===== src/sv/blps_ram.sv =====
// Generic single-port RAM with registered read data.
module blps_ram #(
  parameter int WIDTH = 8,
  parameter int DEPTH = 256
) (
  input  logic                     clk,
  input  logic                     we,
  input  logic [$clog2(DEPTH)-1:0] addr,
  input  logic [WIDTH-1:0]         wdata,
  output logic [WIDTH-1:0]         rdata
);

  logic [WIDTH-1:0] mem [DEPTH];

  always_ff @(posedge clk) begin
    if (we) begin
      mem[addr] <= wdata;
    end
    rdata <= mem[addr];
  end

endmodule


===== config.mk =====
export PLATFORM = sky130hd
export DESIGN_NAME = blps_ram
export DESIGN_NICKNAME = d
export VERILOG_FILES = /design/src/sv/blps_ram.sv
export SDC_FILE = /design/constraint.sdc
export NUM_CORES = 2
export LEC_CHECK = 0
export BUFFER_PORTS_ARGS = -buffer_cell sky130_fd_sc_hd__buf_4
export CORE_MARGIN = 2
export CORE_UTILIZATION = 43
export CTS_CLUSTER_DIAMETER = 100
export CTS_CLUSTER_SIZE = 20
export DETAILED_ROUTE_END_ITERATION = 16
export HOLD_SLACK_MARGIN = 0.08
export SETUP_SLACK_MARGIN = 0.3
export SYNTH_ARGS = -nofsm -noshare
export SYNTH_HDL_FRONTEND = slang
export SYNTH_SLANG_ARGS = --single-unit

===== constraint.sdc =====
create_clock -name clk -period 2.6 [get_ports clk]
set_clock_uncertainty 0.05 [all_clocks]
set_input_delay 0.26 -clock clk [delete_from_list [all_inputs] [get_ports clk]]
set_output_delay 0.26 -clock clk [all_outputs]
set_load 0.02 [all_outputs]

==> flow_summary.ini <==
[placement]
numPortBuffers = 25
placed_cells = 6357
dp_hpwl_um = 125200
gp_congestion = 0.8108
place_ws_ns = -1.111

[route]
drc = 0
ant_nets = 0
route.vias.total = 38530
drtPass1Iterations = 5
wl_per_cell_um = 29.88
drt_iter0_markers = 4495
drt-total-wl_um = 195100
via_per_inst = 5.901

[logic_synthesis]
synth-edff-count = 2048
synth_flop_cell = edfxtp_1
yosys.area_share.simple = 0.01733
seq_area_frac_synth = 0.7855
synthArstFlopShare = 0
synth_xor_area_frac = 0
synth_fp_nets = 3565
synth_top_family_by_area = multiplexers
synth_compound_gate_area_share = 0.03622
yosys_register_bits = 2056
synth_cell_type_count = 22
synth_area_mm2 = 0.07849
syn_area_per_cell_um2 = 22.13
synthAdderAreaFrac = 0
synth_mux_area_frac = 0.1469
netlist_instances = 3547
synth_warnings = 0

[clock_network]
cts_made_buffers = 113
clk_latency_ns = 0.80
htreeDepth = 3
clkSinkCount = 2056
cts_root_buf = clkbuf_16
cts_max_path_buffers = 3
post-cts-setup-buffers = 0
clk_pin_slew_ns = 0.09
cts_tree = yes

[sta]
hold_viol_final = 0
rsz0062_at_grt = true
maxSlewViolCount = 0
tightest_slew_ns = 0.8500
slew_headroom = 0.4333
max_freq_mhz = 428.6
fin_ws_ns = 0.2666
min_period_ns = 2.333
setup_viol = 0
period_share = 0.8974

[worst_hold_path]
hold_path.class = in -> reg
hp-start = addr[7]
min_path_cells = 5
holdPathEnd = rdata[3]

[finish]
drive_gt1_frac = 0.3613
final_nets = 4129
antenna_cells = 0
instances_no_fill = 6530
syn_to_final_growth_pct = 17.01

[power]
ir_drop_mv = 0.5706
power_frac_clock = 0.314
switching_power_w = 0.01252
comb_power_share = 0.063
p_seq_frac = 0.623
power_switching_share = 0.2135
intPower_w = 0.04611
p_per_area_mw_per_mm2 = 638.4
leakage_nw = 28.39

[job]
cap_violations = 0

[critical_path]
required_ns = 3.22
worstSetupEndpointType = flop
cp_max_fo = 1
start_kind = flop
worst_r2r_endpoint = rdata[2]
reg2reg_slack_ns = 0.27
path_class = reg -> reg
worst_ep_arrival_time_ns = 2.95
r2r_cells = 6
r2r-start = mem[27][2]

[global_routing]
grt_util_all_layers = 0.2099
antenna_found_initial = 4
grt_pass1_wl_um = 281800
grt_overflow = 0
grt_pass1_vias = 38980
grt_max_degree = 109

[floorplanning]
rows = 156
die_x_um = 431.3
start_util = 0.4333
dieHeight_um = 431.3
coreArea_mm2 = 0.1811
ioPinCount = 26
die_area_mm2 = 0.1860

[run_status]
status = completed
-- worst max path at each step --
stage	from	to	slack, ns	cells past startpoint
2_1_floorplan	addr[1]	mem[102][0]	0.17	8
3_3_place_gp	addr[0]	rdata[4]	-1.18	8
3_5_place_dp	addr[0]	rdata[2]	-1.11	9
4_1_cts	mem[15][2]	rdata[2]	0.20	6
5_1_grt	mem[47][2]	rdata[2]	0.25	6
6_report	mem[27][2]	rdata[2]	0.27	6
-- cells in the mapped netlist (6+ instances only) --
cell type | instances | area, um2
a21oi_1 | 128 | 640.6
a22oi_1 | 256 | 1922
buf_1 | 19 | 71.32
buf_2 | 36 | 180.2
buf_4 | 16 | 120.1
buf_6 | 16 | 180.2
clkbuf_1 | 145 | 544.3
dfxtp_1 | 8 | 160.2
edfxtp_1 | 2048 | 61500
mux4_2 | 512 | 11530
nand2_1 | 28 | 105.1
nand2b_1 | 6 | 37.54
nand3_1 | 13 | 65.06
nand4_1 | 8 | 50.05
nor2_1 | 232 | 870.8
nor2b_1 | 7 | 43.79
nor3_1 | 30 | 150.1
o41ai_1 | 32 | 280.3
-- per-stage QoR --
step                hold slack [ns]  cell area, um2  utilization  total power (W)  setup TNS, ns
detailed placement           0.5473           88170       0.4868          0.04097         -6.997
global route                 0.1693           91840       0.5070          0.06030              0
CTS                          0.1348           91640       0.5059          0.05908              0
floorplan                    0.3089           79190            -          0.03894              0
global placement             0.5331           88160       0.4867          0.04093         -7.687
finish                       0.2122           91840       0.5070          0.05863              0
-- layer usage --
| metal | part of all wire | vias up | GRT usage |
|---|---|---|---|
| met1 | 0.43 | 20930 | 0.3043 |
| li1 | - | 16110 | - |
| met3 | 0.062 | 215 | 0.02919 |
| met5 | 0 | - | 0 |
| met4 | 0.022 | 0 | 0.04689 |
| met2 | 0.49 | 1283 | 0.3412 |
-- worst max-delay path, cell delays in order (launching register included) --
cell,delay (ns)
edfxtp_1,0.38
mux4_2,0.47
a22oi_1,0.28
a21oi_2,0.14
o41ai_4,0.57
buf_4,0.23
nand4_1,0.08
-- kinds of logic (layout without fill, tap and decap cells) --
family,after synthesis,in the layout
buffers and inverters,233,846
and+or+nand+nor,330,330
AOI/OAI and AO/OA,416,416
muxes,512,512
DFF,2056,2056
-- cells in the final DEF (no fill, tap or decap), types with 4 or more instances in the layout --
| cell type | Yosys | layout |
|---|---|---|
| nor2b_1 | 7 | 5 |
| buf_8 | 0 | 9 |
| a21oi_1 | 128 | 115 |
| nand2_1 | 28 | 23 |
| a22oi_1 | 256 | 237 |
| nand2_2 | 0 | 5 |
| dfxtp_1 | 8 | 8 |
| o41ai_2 | 0 | 16 |
| a21oi_2 | 0 | 12 |
| nor3_1 | 30 | 24 |
| clkbuf_1 | 145 | 41 |
| dlygate4sd3_1 | 0 | 9 |
| o41ai_4 | 0 | 8 |
| nor3_2 | 0 | 6 |
| edfxtp_1 | 2048 | 2048 |
| nor2_4 | 0 | 70 |
| o41ai_1 | 32 | 8 |
| nor2_2 | 0 | 48 |
| mux4_2 | 512 | 512 |
| nand2b_1 | 6 | 4 |
| nor2_1 | 232 | 114 |
| a22oi_2 | 0 | 19 |
| nand3_2 | 0 | 6 |
| nand4_1 | 8 | 8 |
| nand3_1 | 13 | 7 |
| clkbuf_16 | 0 | 115 |
| buf_12 | 0 | 154 |
| buf_4 | 16 | 505 |
-- registers in the layout (all words and copies together) (netlist names) --
register  count
rdata         8
mem        2048
-- power groups by stage --
stage | registers (W) | clock network (W) | logic [W]
final | 0.0365 | 0.0184 | 0.00372
after global routing | 0.0365 | 0.0198 | 0.00393
after CTS | 0.0365 | 0.0188 | 0.00374
after detailed placement | 0.0373 | 0 | 0.00368
after global placement | 0.0373 | 0 | 0.00365
after floorplan | 0.0373 | 0 | 0.00166
-- layout make-up --
cell class                      instances  area [um2]
Multi-Input combinational cell       1258       16900
Fill cell                           14240       89290
Tap cell                             2370        2965
Clock inverter                          8       113.9
Timing Repair Buffer                  681        7171
Inverter                                1       3.754
Clock buffer                          156        3032
Sequential cell                      2056       61660
-- timing repair --
item,CTS,global route
hold endpoints to repair,910,0
pin swaps,5,14
hold buffers,9,0
resized for setup,31,37
setup endpoints to repair,7,8
gates cloned,0,0
Power figures use the tool's default switching activity.
