===== src/sv/blps_pkg.sv =====
// Package: sizes, sequencer states and hash round codes for the probe set.
package blps_pkg;

  localparam int BUCKET_COUNT     = 256;
  localparam int SLOTS_PER_BUCKET = 256;

  localparam int BUCKET_BITS = $clog2(BUCKET_COUNT);
  localparam int SLOT_BITS   = $clog2(SLOTS_PER_BUCKET);
  localparam int ADDR_BITS   = BUCKET_BITS + SLOT_BITS;
  localparam int SLOT_DEPTH  = BUCKET_COUNT << SLOT_BITS;
  localparam int KEY_BITS    = 24;
  localparam int VALUE_BITS  = 32;
  localparam int FILL_BITS   = 8;
  localparam int HASH_BITS   = 64;
  localparam int MUL_BITS    = 32 + SLOT_BITS + 1;

  localparam logic [FILL_BITS-1:0] MAX_FILL_RESET = 8'd230;

  typedef enum logic [2:0] {
    ST_CLEAR,
    ST_IDLE,
    ST_ZERO,
    ST_HASH,
    ST_MUL,
    ST_READ,
    ST_CHECK
  } state_t;

  typedef enum logic [2:0] {
    RND_NOT_SHL21,
    RND_XOR_SHR24,
    RND_MUL9_SHL8,
    RND_XOR_SHR14,
    RND_MUL5_SHL4,
    RND_XOR_SHR28
  } round_t;

  typedef enum logic {
    OP_LOOKUP = 1'b0,
    OP_INSERT = 1'b1
  } op_t;

endpackage


===== src/sv/blps_hash.sv =====
// Shared hash round unit: applies one shift-add or shift-xor round per use.
module blps_hash
  import blps_pkg::*;
(
  input  round_t               round,
  input  logic [HASH_BITS-1:0] h,
  output logic [HASH_BITS-1:0] h_next
);

  always_comb begin
    case (round)
      RND_NOT_SHL21: h_next = (~h) + (h << 21);
      RND_XOR_SHR24: h_next = h ^ (h >> 24);
      RND_MUL9_SHL8: h_next = h + (h << 3) + (h << 8);
      RND_XOR_SHR14: h_next = h ^ (h >> 14);
      RND_MUL5_SHL4: h_next = h + (h << 2) + (h << 4);
      RND_XOR_SHR28: h_next = h ^ (h >> 28);
      default:       h_next = h;
    endcase
  end

endmodule


===== config.mk =====
export PLATFORM = sky130hd
export DESIGN_NAME = blps_hash
export DESIGN_NICKNAME = d
export VERILOG_FILES = /design/src/sv/blps_pkg.sv /design/src/sv/blps_hash.sv
export SDC_FILE = /design/constraint.sdc
export NUM_CORES = 1
export LEC_CHECK = 0
export BUFFER_PORTS_ARGS = -buffer_cell sky130_fd_sc_hd__buf_4
export CORE_UTILIZATION = 50
export DETAILED_ROUTE_END_ITERATION = 7
export PLACE_DENSITY = 0.73
export SYNTH_ARGS = -nofsm -noshare
export SYNTH_HDL_FRONTEND = slang
export SYNTH_SLANG_ARGS = --single-unit

===== constraint.sdc =====
create_clock -name vclk -period 5.19
set_input_delay 0.2595 -clock vclk [all_inputs]
set_output_delay 0.2595 -clock vclk [all_outputs]
set_load 0.01 [all_outputs]

==> impl_metrics.csv, run 1 <==
group,metric,value,unit
sta,slew_violations,0,
final_layout,fillers,2970,
floorplanning,io_pins,131,
hold_path,min_path_type,"in -> out",
power,switchingPower,2320,uW
sta,setup_ws,0.254,ns
synth,synth_nets,2484,
floorplanning,start_util,51.2,%
global_route,overflow,0,
synth,synth.avg_cell_area,7.17,sq um
final_layout,nClkBuffers,0,
floorplanning,die_h,177,um
power,cellPowerDensity,224,mW/mm^2
final_layout,syn_to_final_growth,7.34,%
floorplanning,die_w,177,um
synth,synth_compound_area_share,37.8,%
worst_setup_path,worstPathCellList,"buf_4, fa_1, ha_1, a2111oi_0, o21ai_0, a311oi_2, nor3b_1, o21ai_0, a31oi_1, o21a_1, o21ai_0, or3b_2, o2111ai_1, buf_4",
power,p_int,1360,uW
floorplanning,coreArea,0.0299,sq mm
worst_setup_path,slowest_stage,"or3b_2",
synth,synth_simple_gate_area_share,16.5,%
place,dp_hpwl,55.0,mm
worst_setup_path,crit_family,"compound AO/OA/AOI/OAI gates",
drt,post_drt_wl_per_cell,27.9,um
synth,synthMuxAreaShare,1.07,%
worst_setup_path,cpMostUsedCell,"o21ai_0",
final_layout,design_area,0.0164,sq mm
drt,antenna_left,0,
floorplanning,rows,63,
synth,synth-adder-area-share,29.1,%
worst_setup_path,worstSetupEndpointType,"output pin",
synth,synth_top_family_by_area,"compound AO/OA/AOI/OAI gates",
synth,synth_xor_area_share,9.51,%
power,p_comb_share,100.0,%
final_layout,drive_gt1_share,8.92,%
sta,rsz0062_at_grt,"no",
worst_setup_path,cp.buffers_inverters,2,
flow_run,cap_violations,0,
worst_setup_path,worstPathArrival,4.68,ns
synth,ys_warn_count,0,
global_route,grt_max_degree,87,
hold_path,hold_path.startpoint,"h[0]",
final_layout,antenna_cells,0,
worst_setup_path,worstSetupPathType,"in -> out",
power,vdd_drop_max,0.000149,V
final_layout,seqCellArea,0,sq um
synth,synth_cells,2132,
final_layout,fin_util,54.9,%
sta,post-route-period-util,95.1,%
final_layout,seq_cells,0,
place,post-place-ws,0.431,ns
floorplanning,dieArea,0.0313,sq mm
place,placed_cell_area,0.0164,sq mm
final_layout,nNetsFinal,2496,
drt,firstDrtPassIters,7,
clocking,hold_buffers,0,
power,p_clk_share,0,%
drt,vias,18146,
place,place.port_buffers,131,
power,p_sw_share,63.0,%
synth,syn_area,0.0153,sq mm
sta,setup_viol,0,
power,seqPwrFrac,0,%
drt,drc,0,
drt,viasPerCell,7.17,
drt,drt_iter0_markers,2268,
sta,fin_setup_tns,0,ns
global_route,grt_pass1_vias,17178,
sta,tightest_slew,0.949,ns
power,p_leak,0.00708,uW
synth,synth-seq-area-share,0,%
hold_path,hold_depth,3,
global_route,grt_antenna_before_repair,1,
sta,fmax,0.203,GHz
sta,layout_min_cycle_time,4.94,ns
worst_setup_path,critPathLaunchType,"input pin",
worst_setup_path,critPathRequiredTime,4.93,ns
worst_setup_path,critical_path.startpoint,"h[9]",
worst_setup_path,crit_fanout,9,
global_route,grt_use_total,44.6,%
drt,totalWireLength,70.6,mm
worst_setup_path,slowest_delay,0.49,ns
sta,final_hold_viol_count,0,
global_route,grt_pass1_wl,105,mm
place,gp_congestion,1.07,
hold_path,holdPathEnd,"h_next[0]",
synth,synth_cell_types,77,
status,status,"completed",
sta,max_slew_margin,36.5,%
-- power groups by stage --
| stage | sequential [uW] | combinational, uW | clock, uW |
|---|---|---|---|
| after CTS | 0 | 3560 | 0 |
| final | 0 | 3670 | 0 |
| after detailed placement | 0 | 3540 | 0 |
| after global routing | 0 | 3930 | 0 |
| after floorplan | 0 | 2340 | 0 |
| after global placement | 0 | 3510 | 0 |
-- metal layers --
metal | track usage [%] | part of all wire, %
met1 | 54.8 | 37
met2 | 70.5 | 43
met4 | 31.7 | 8.8
met3 | 7.86 | 11
met5 | 0 | 0.038
-- logic make-up (layout without fill, tap and decap cells) --
kind of cell,after synthesis,after routing
fa+ha+maj,285,285
simple gates,529,529
compound gates,896,896
buf+inv,240,250
xor+xnor,166,166
mux,16,16
-- repair_timing --
action | in CTS | in global routing
setup endpoints to repair | 0 | 1
buffers inserted | 0 | 0
resized for setup | 0 | 1
-- tightest hold or removal path, cell delays in order --
cell and delay (ns):
buf_4 0.16, xnor2_1 0.09, buf_4 0.14
-- Yosys cell counts, types with 18 or more instances --
library cell	number	area share (%)
a21oi_1	239	7.8
o21ai_0	191	6.3
nand2_1	189	4.6
ha_1	168	14
clkbuf_1	125	3.1
fa_1	117	15
a21o_1	103	5.1
nor2_1	103	2.5
xnor2_1	99	5.7
inv_1	90	2.2
xor2_1	67	3.8
nand4_1	50	2.0
nor3_1	45	1.5
a211oi_1	44	2.2
nand3_1	43	1.4
o21bai_1	36	1.8
o22ai_1	34	1.4
a22oi_1	33	1.6
a31oi_1	30	1.2
a221oi_1	25	1.4
o211ai_1	22	1.1
o31ai_1	20	0.98
and3_1	18	0.74
nand2b_1	18	0.74
-- final cells by class --
cell class                      count  area (sq um)  share of cell area, %
Inverter                           90           338                   2.06
Timing Repair Buffer              160          1200                   7.32
Multi-Input combinational cell   1892         14400                   87.7
Tap cell                          390           488                   2.97
-- through the flow --
stage                     hold WS, ns  cells  total power [uW]
after global routing            0.915   2532              3930
after floorplan                 0.607   2132              2340
after global placement          0.898   2532              3510
after CTS                       0.905   2532              3560
after detailed placement        0.905   2532              3540
final                           0.909   2532              3670
-- how the worst max path moves through the flow --
| stage | end | slack (ns) | depth (start not counted) |
|---|---|---|---|
| finish | h_next[60] | 0.25 | 14 |
| global route | h_next[60] | 0.04 | 14 |
| CTS | h_next[60] | 0.39 | 14 |
| detailed placement | h_next[60] | 0.43 | 14 |
| global placement | h_next[60] | 0.41 | 14 |
| floorplan | h_next[52] | 1.49 | 13 |
-- cells in the final DEF, fill, tap and decap left out, types with 18 or more instances in the layout --
cell and count:
a211oi_1 43, a21o_1 103, a21oi_1 239, a221oi_1 25
a22oi_1 33, a31oi_1 30, and3_1 18, buf_4 160
fa_1 117, ha_1 168, inv_1 90, nand2_1 189
nand2b_1 18, nand3_1 43, nand4_1 50, nor2_1 101
nor3_1 44, o211ai_1 22, o21ai_0 191, o21bai_1 36
o22ai_1 34, o31ai_1 20, xnor2_1 99, xor2_1 67
(Power assumes the default switching activity.)
==> run 2, diff against run 1 <==
--- a/config.mk
+++ b/config.mk
@@ -9,6 +9,7 @@
 export CORE_UTILIZATION = 50
 export DETAILED_ROUTE_END_ITERATION = 7
 export PLACE_DENSITY = 0.73
+export RECOVER_POWER = 100
 export SYNTH_ARGS = -nofsm -noshare
 export SYNTH_HDL_FRONTEND = slang
 export SYNTH_SLANG_ARGS = --single-unit
==> impl_metrics.csv, run 2 (same netlist as run 1, synthesis figures left out) <==
group,metric,value,unit
clocking,hold_buffers,0,
worst_setup_path,critPathRequiredTime,4.93,ns
power,p_leak,0.00689,uW
final_layout,nClkBuffers,0,
sta,post-route-period-util,98.4,%
final_layout,stdcell_count,2532,
floorplanning,dieArea,0.0313,sq mm
global_route,grt_pass1_vias,17178,
worst_setup_path,critPathLaunchType,"input pin",
sta,rsz0062_at_grt,"no",
drt,firstDrtPassIters,8,
drt,antenna_left,0,
power,power,3620,uW
floorplanning,start_util,51.2,%
floorplanning,die_w,177,um
hold_path,min_path_type,"in -> out",
worst_setup_path,slowest_delay,0.69,ns
flow_run,cap_violations,0,
final_layout,antenna_cells,0,
power,cellPowerDensity,223,mW/mm^2
worst_setup_path,worstSetupEndpointType,"output pin",
drt,drt_iter0_markers,2266,
global_route,grt_pass1_wl,105,mm
final_layout,nNetsFinal,2496,
sta,final_hold_viol_count,0,
final_layout,layout_commonest_cell,"a21oi_1",
place,dp.cells,2532,
global_route,grt_antenna_before_repair,1,
final_layout,drive_gt1_share,6.44,%
global_route,overflow,0,
final_layout,syn_to_final_growth,6.01,%
worst_setup_path,worstPathArrival,4.85,ns
floorplanning,coreArea,0.0299,sq mm
drt,drc,0,
worst_setup_path,worstPathCellList,"clkbuf_2, clkbuf_1, inv_1, ha_1, nand2_1, o21ai_0, nand3_1, a31oi_1, a41o_1, a31oi_1, o21ai_0, xor2_1, a221oi_1, o211ai_1, clkbuf_4",
place,place.port_buffers,131,
drt,viasPerCell,7.11,
floorplanning,rows,63,
place,dp_hpwl,55.0,mm
final_layout,seq_cells,0,
power,vdd_drop_max,0.000145,V
global_route,grt_max_degree,87,
floorplanning,io_pins,131,
final_layout,final_cell_mix,"a21oi_1 (239), o21ai_0 (191), nand2_1 (189)",
worst_setup_path,slowest_stage,"a221oi_1",
final_layout,fin_util,54.3,%
drt,totalWireLength,70.6,mm
final_layout,seqCellArea,0,sq um
sta,fin_setup_tns,0,ns
floorplanning,die_h,177,um
drt,vias,17992,
worst_setup_path,crit_fanout,10,
sta,layout_min_cycle_time,5.11,ns
sta,setup_viol,0,
sta,fmax,0.196,GHz
worst_setup_path,worstSetupPathType,"in -> out",
sta,slew_violations,0,
drt,post_drt_wl_per_cell,27.9,um
global_route,grt_use_total,44.6,%
status,status,"completed",
sta,tightest_slew,1.45,ns
place,gp_congestion,1.07,
sta,max_slew_margin,3.43,%
run 2: cell count changes in the layout (fill, tap and decap cells not counted):
| cell | previous run | this run |
|---|---|---|
| clkbuf_1 | 0 | 51 |
| o221a_2 | 3 | 2 |
| clkbuf_2 | 0 | 3 |
| o21ai_1 | 1 | 2 |
| and2_0 | 0 | 1 |
| and2_1 | 10 | 9 |
| o21ai_2 | 1 | 0 |
| clkbuf_4 | 0 | 1 |
| o221a_1 | 0 | 1 |
| buf_4 | 160 | 105 |
run 2: repair_timing:
action / 4_1_cts / 5_1_grt
setup buffers: 0 / 0
endpoints found under the setup margin: 0 / 1
resized for setup: 0 / 1
run 2: where the power goes:
part / switching, uW / leakage, uW / total [uW] / internal [uW]
Combinational: 2320 / 0.00689 / 3620 / 1300
Sequential: 0 / 0 / 0 / 0
Clock: 0 / 0 / 0 / 0
run 2: through the flow:
| stage | setup WS (ns) | hold slack [ns] | cell area, sq um |
|---|---|---|---|
| floorplan | 1.49 | 0.607 | 15300 |
| global placement | 0.408 | 0.898 | 16400 |
| detailed placement | 0.431 | 0.905 | 16400 |
| CTS | 0.391 | 0.905 | 16400 |
| global route | 0.0237 | 0.915 | 16200 |
| finish | 0.0844 | 0.905 | 16200 |
run 2: layer usage:
| metal | track usage (%) | vias up | wire length [um] |
|---|---|---|---|
| li1 | - | 8012 | - |
| met1 | 54.8 | 8410 | 26400 |
| met2 | 70.5 | 1240 | 30400 |
| met3 | 7.86 | 328 | 7520 |
| met4 | 31.7 | 2 | 6260 |
| met5 | 0 | - | 15 |
run 2: area by class of cell:
| type | count | area, sq um |
|---|---|---|
| fill | 3030 | 13700 |
| timing repair buffer | 160 | 1000 |
| inverter | 90 | 338 |
| tap | 390 | 488 |
| multi-input combinational | 1892 | 14400 |
run 2: worst max-delay path: cells and delay by family:
family / cells / cell delay (ns)
AND/OR/NAND/NOR: 2 / 0.24
XOR/XNOR: 1 / 0.13
adder cells (fa/ha/maj): 1 / 0.48
buffers and inverters: 4 / 1.45
AO/OA/AOI/OAI: 7 / 2.27
run 2: final timing paths:
check | startpoint | endpoint | slack (ns) | depth (start not counted)
hold / removal | h[0] | h_next[0] | 0.91 | 3
setup / recovery | h[30] | h_next[49] | 0.08 | 15
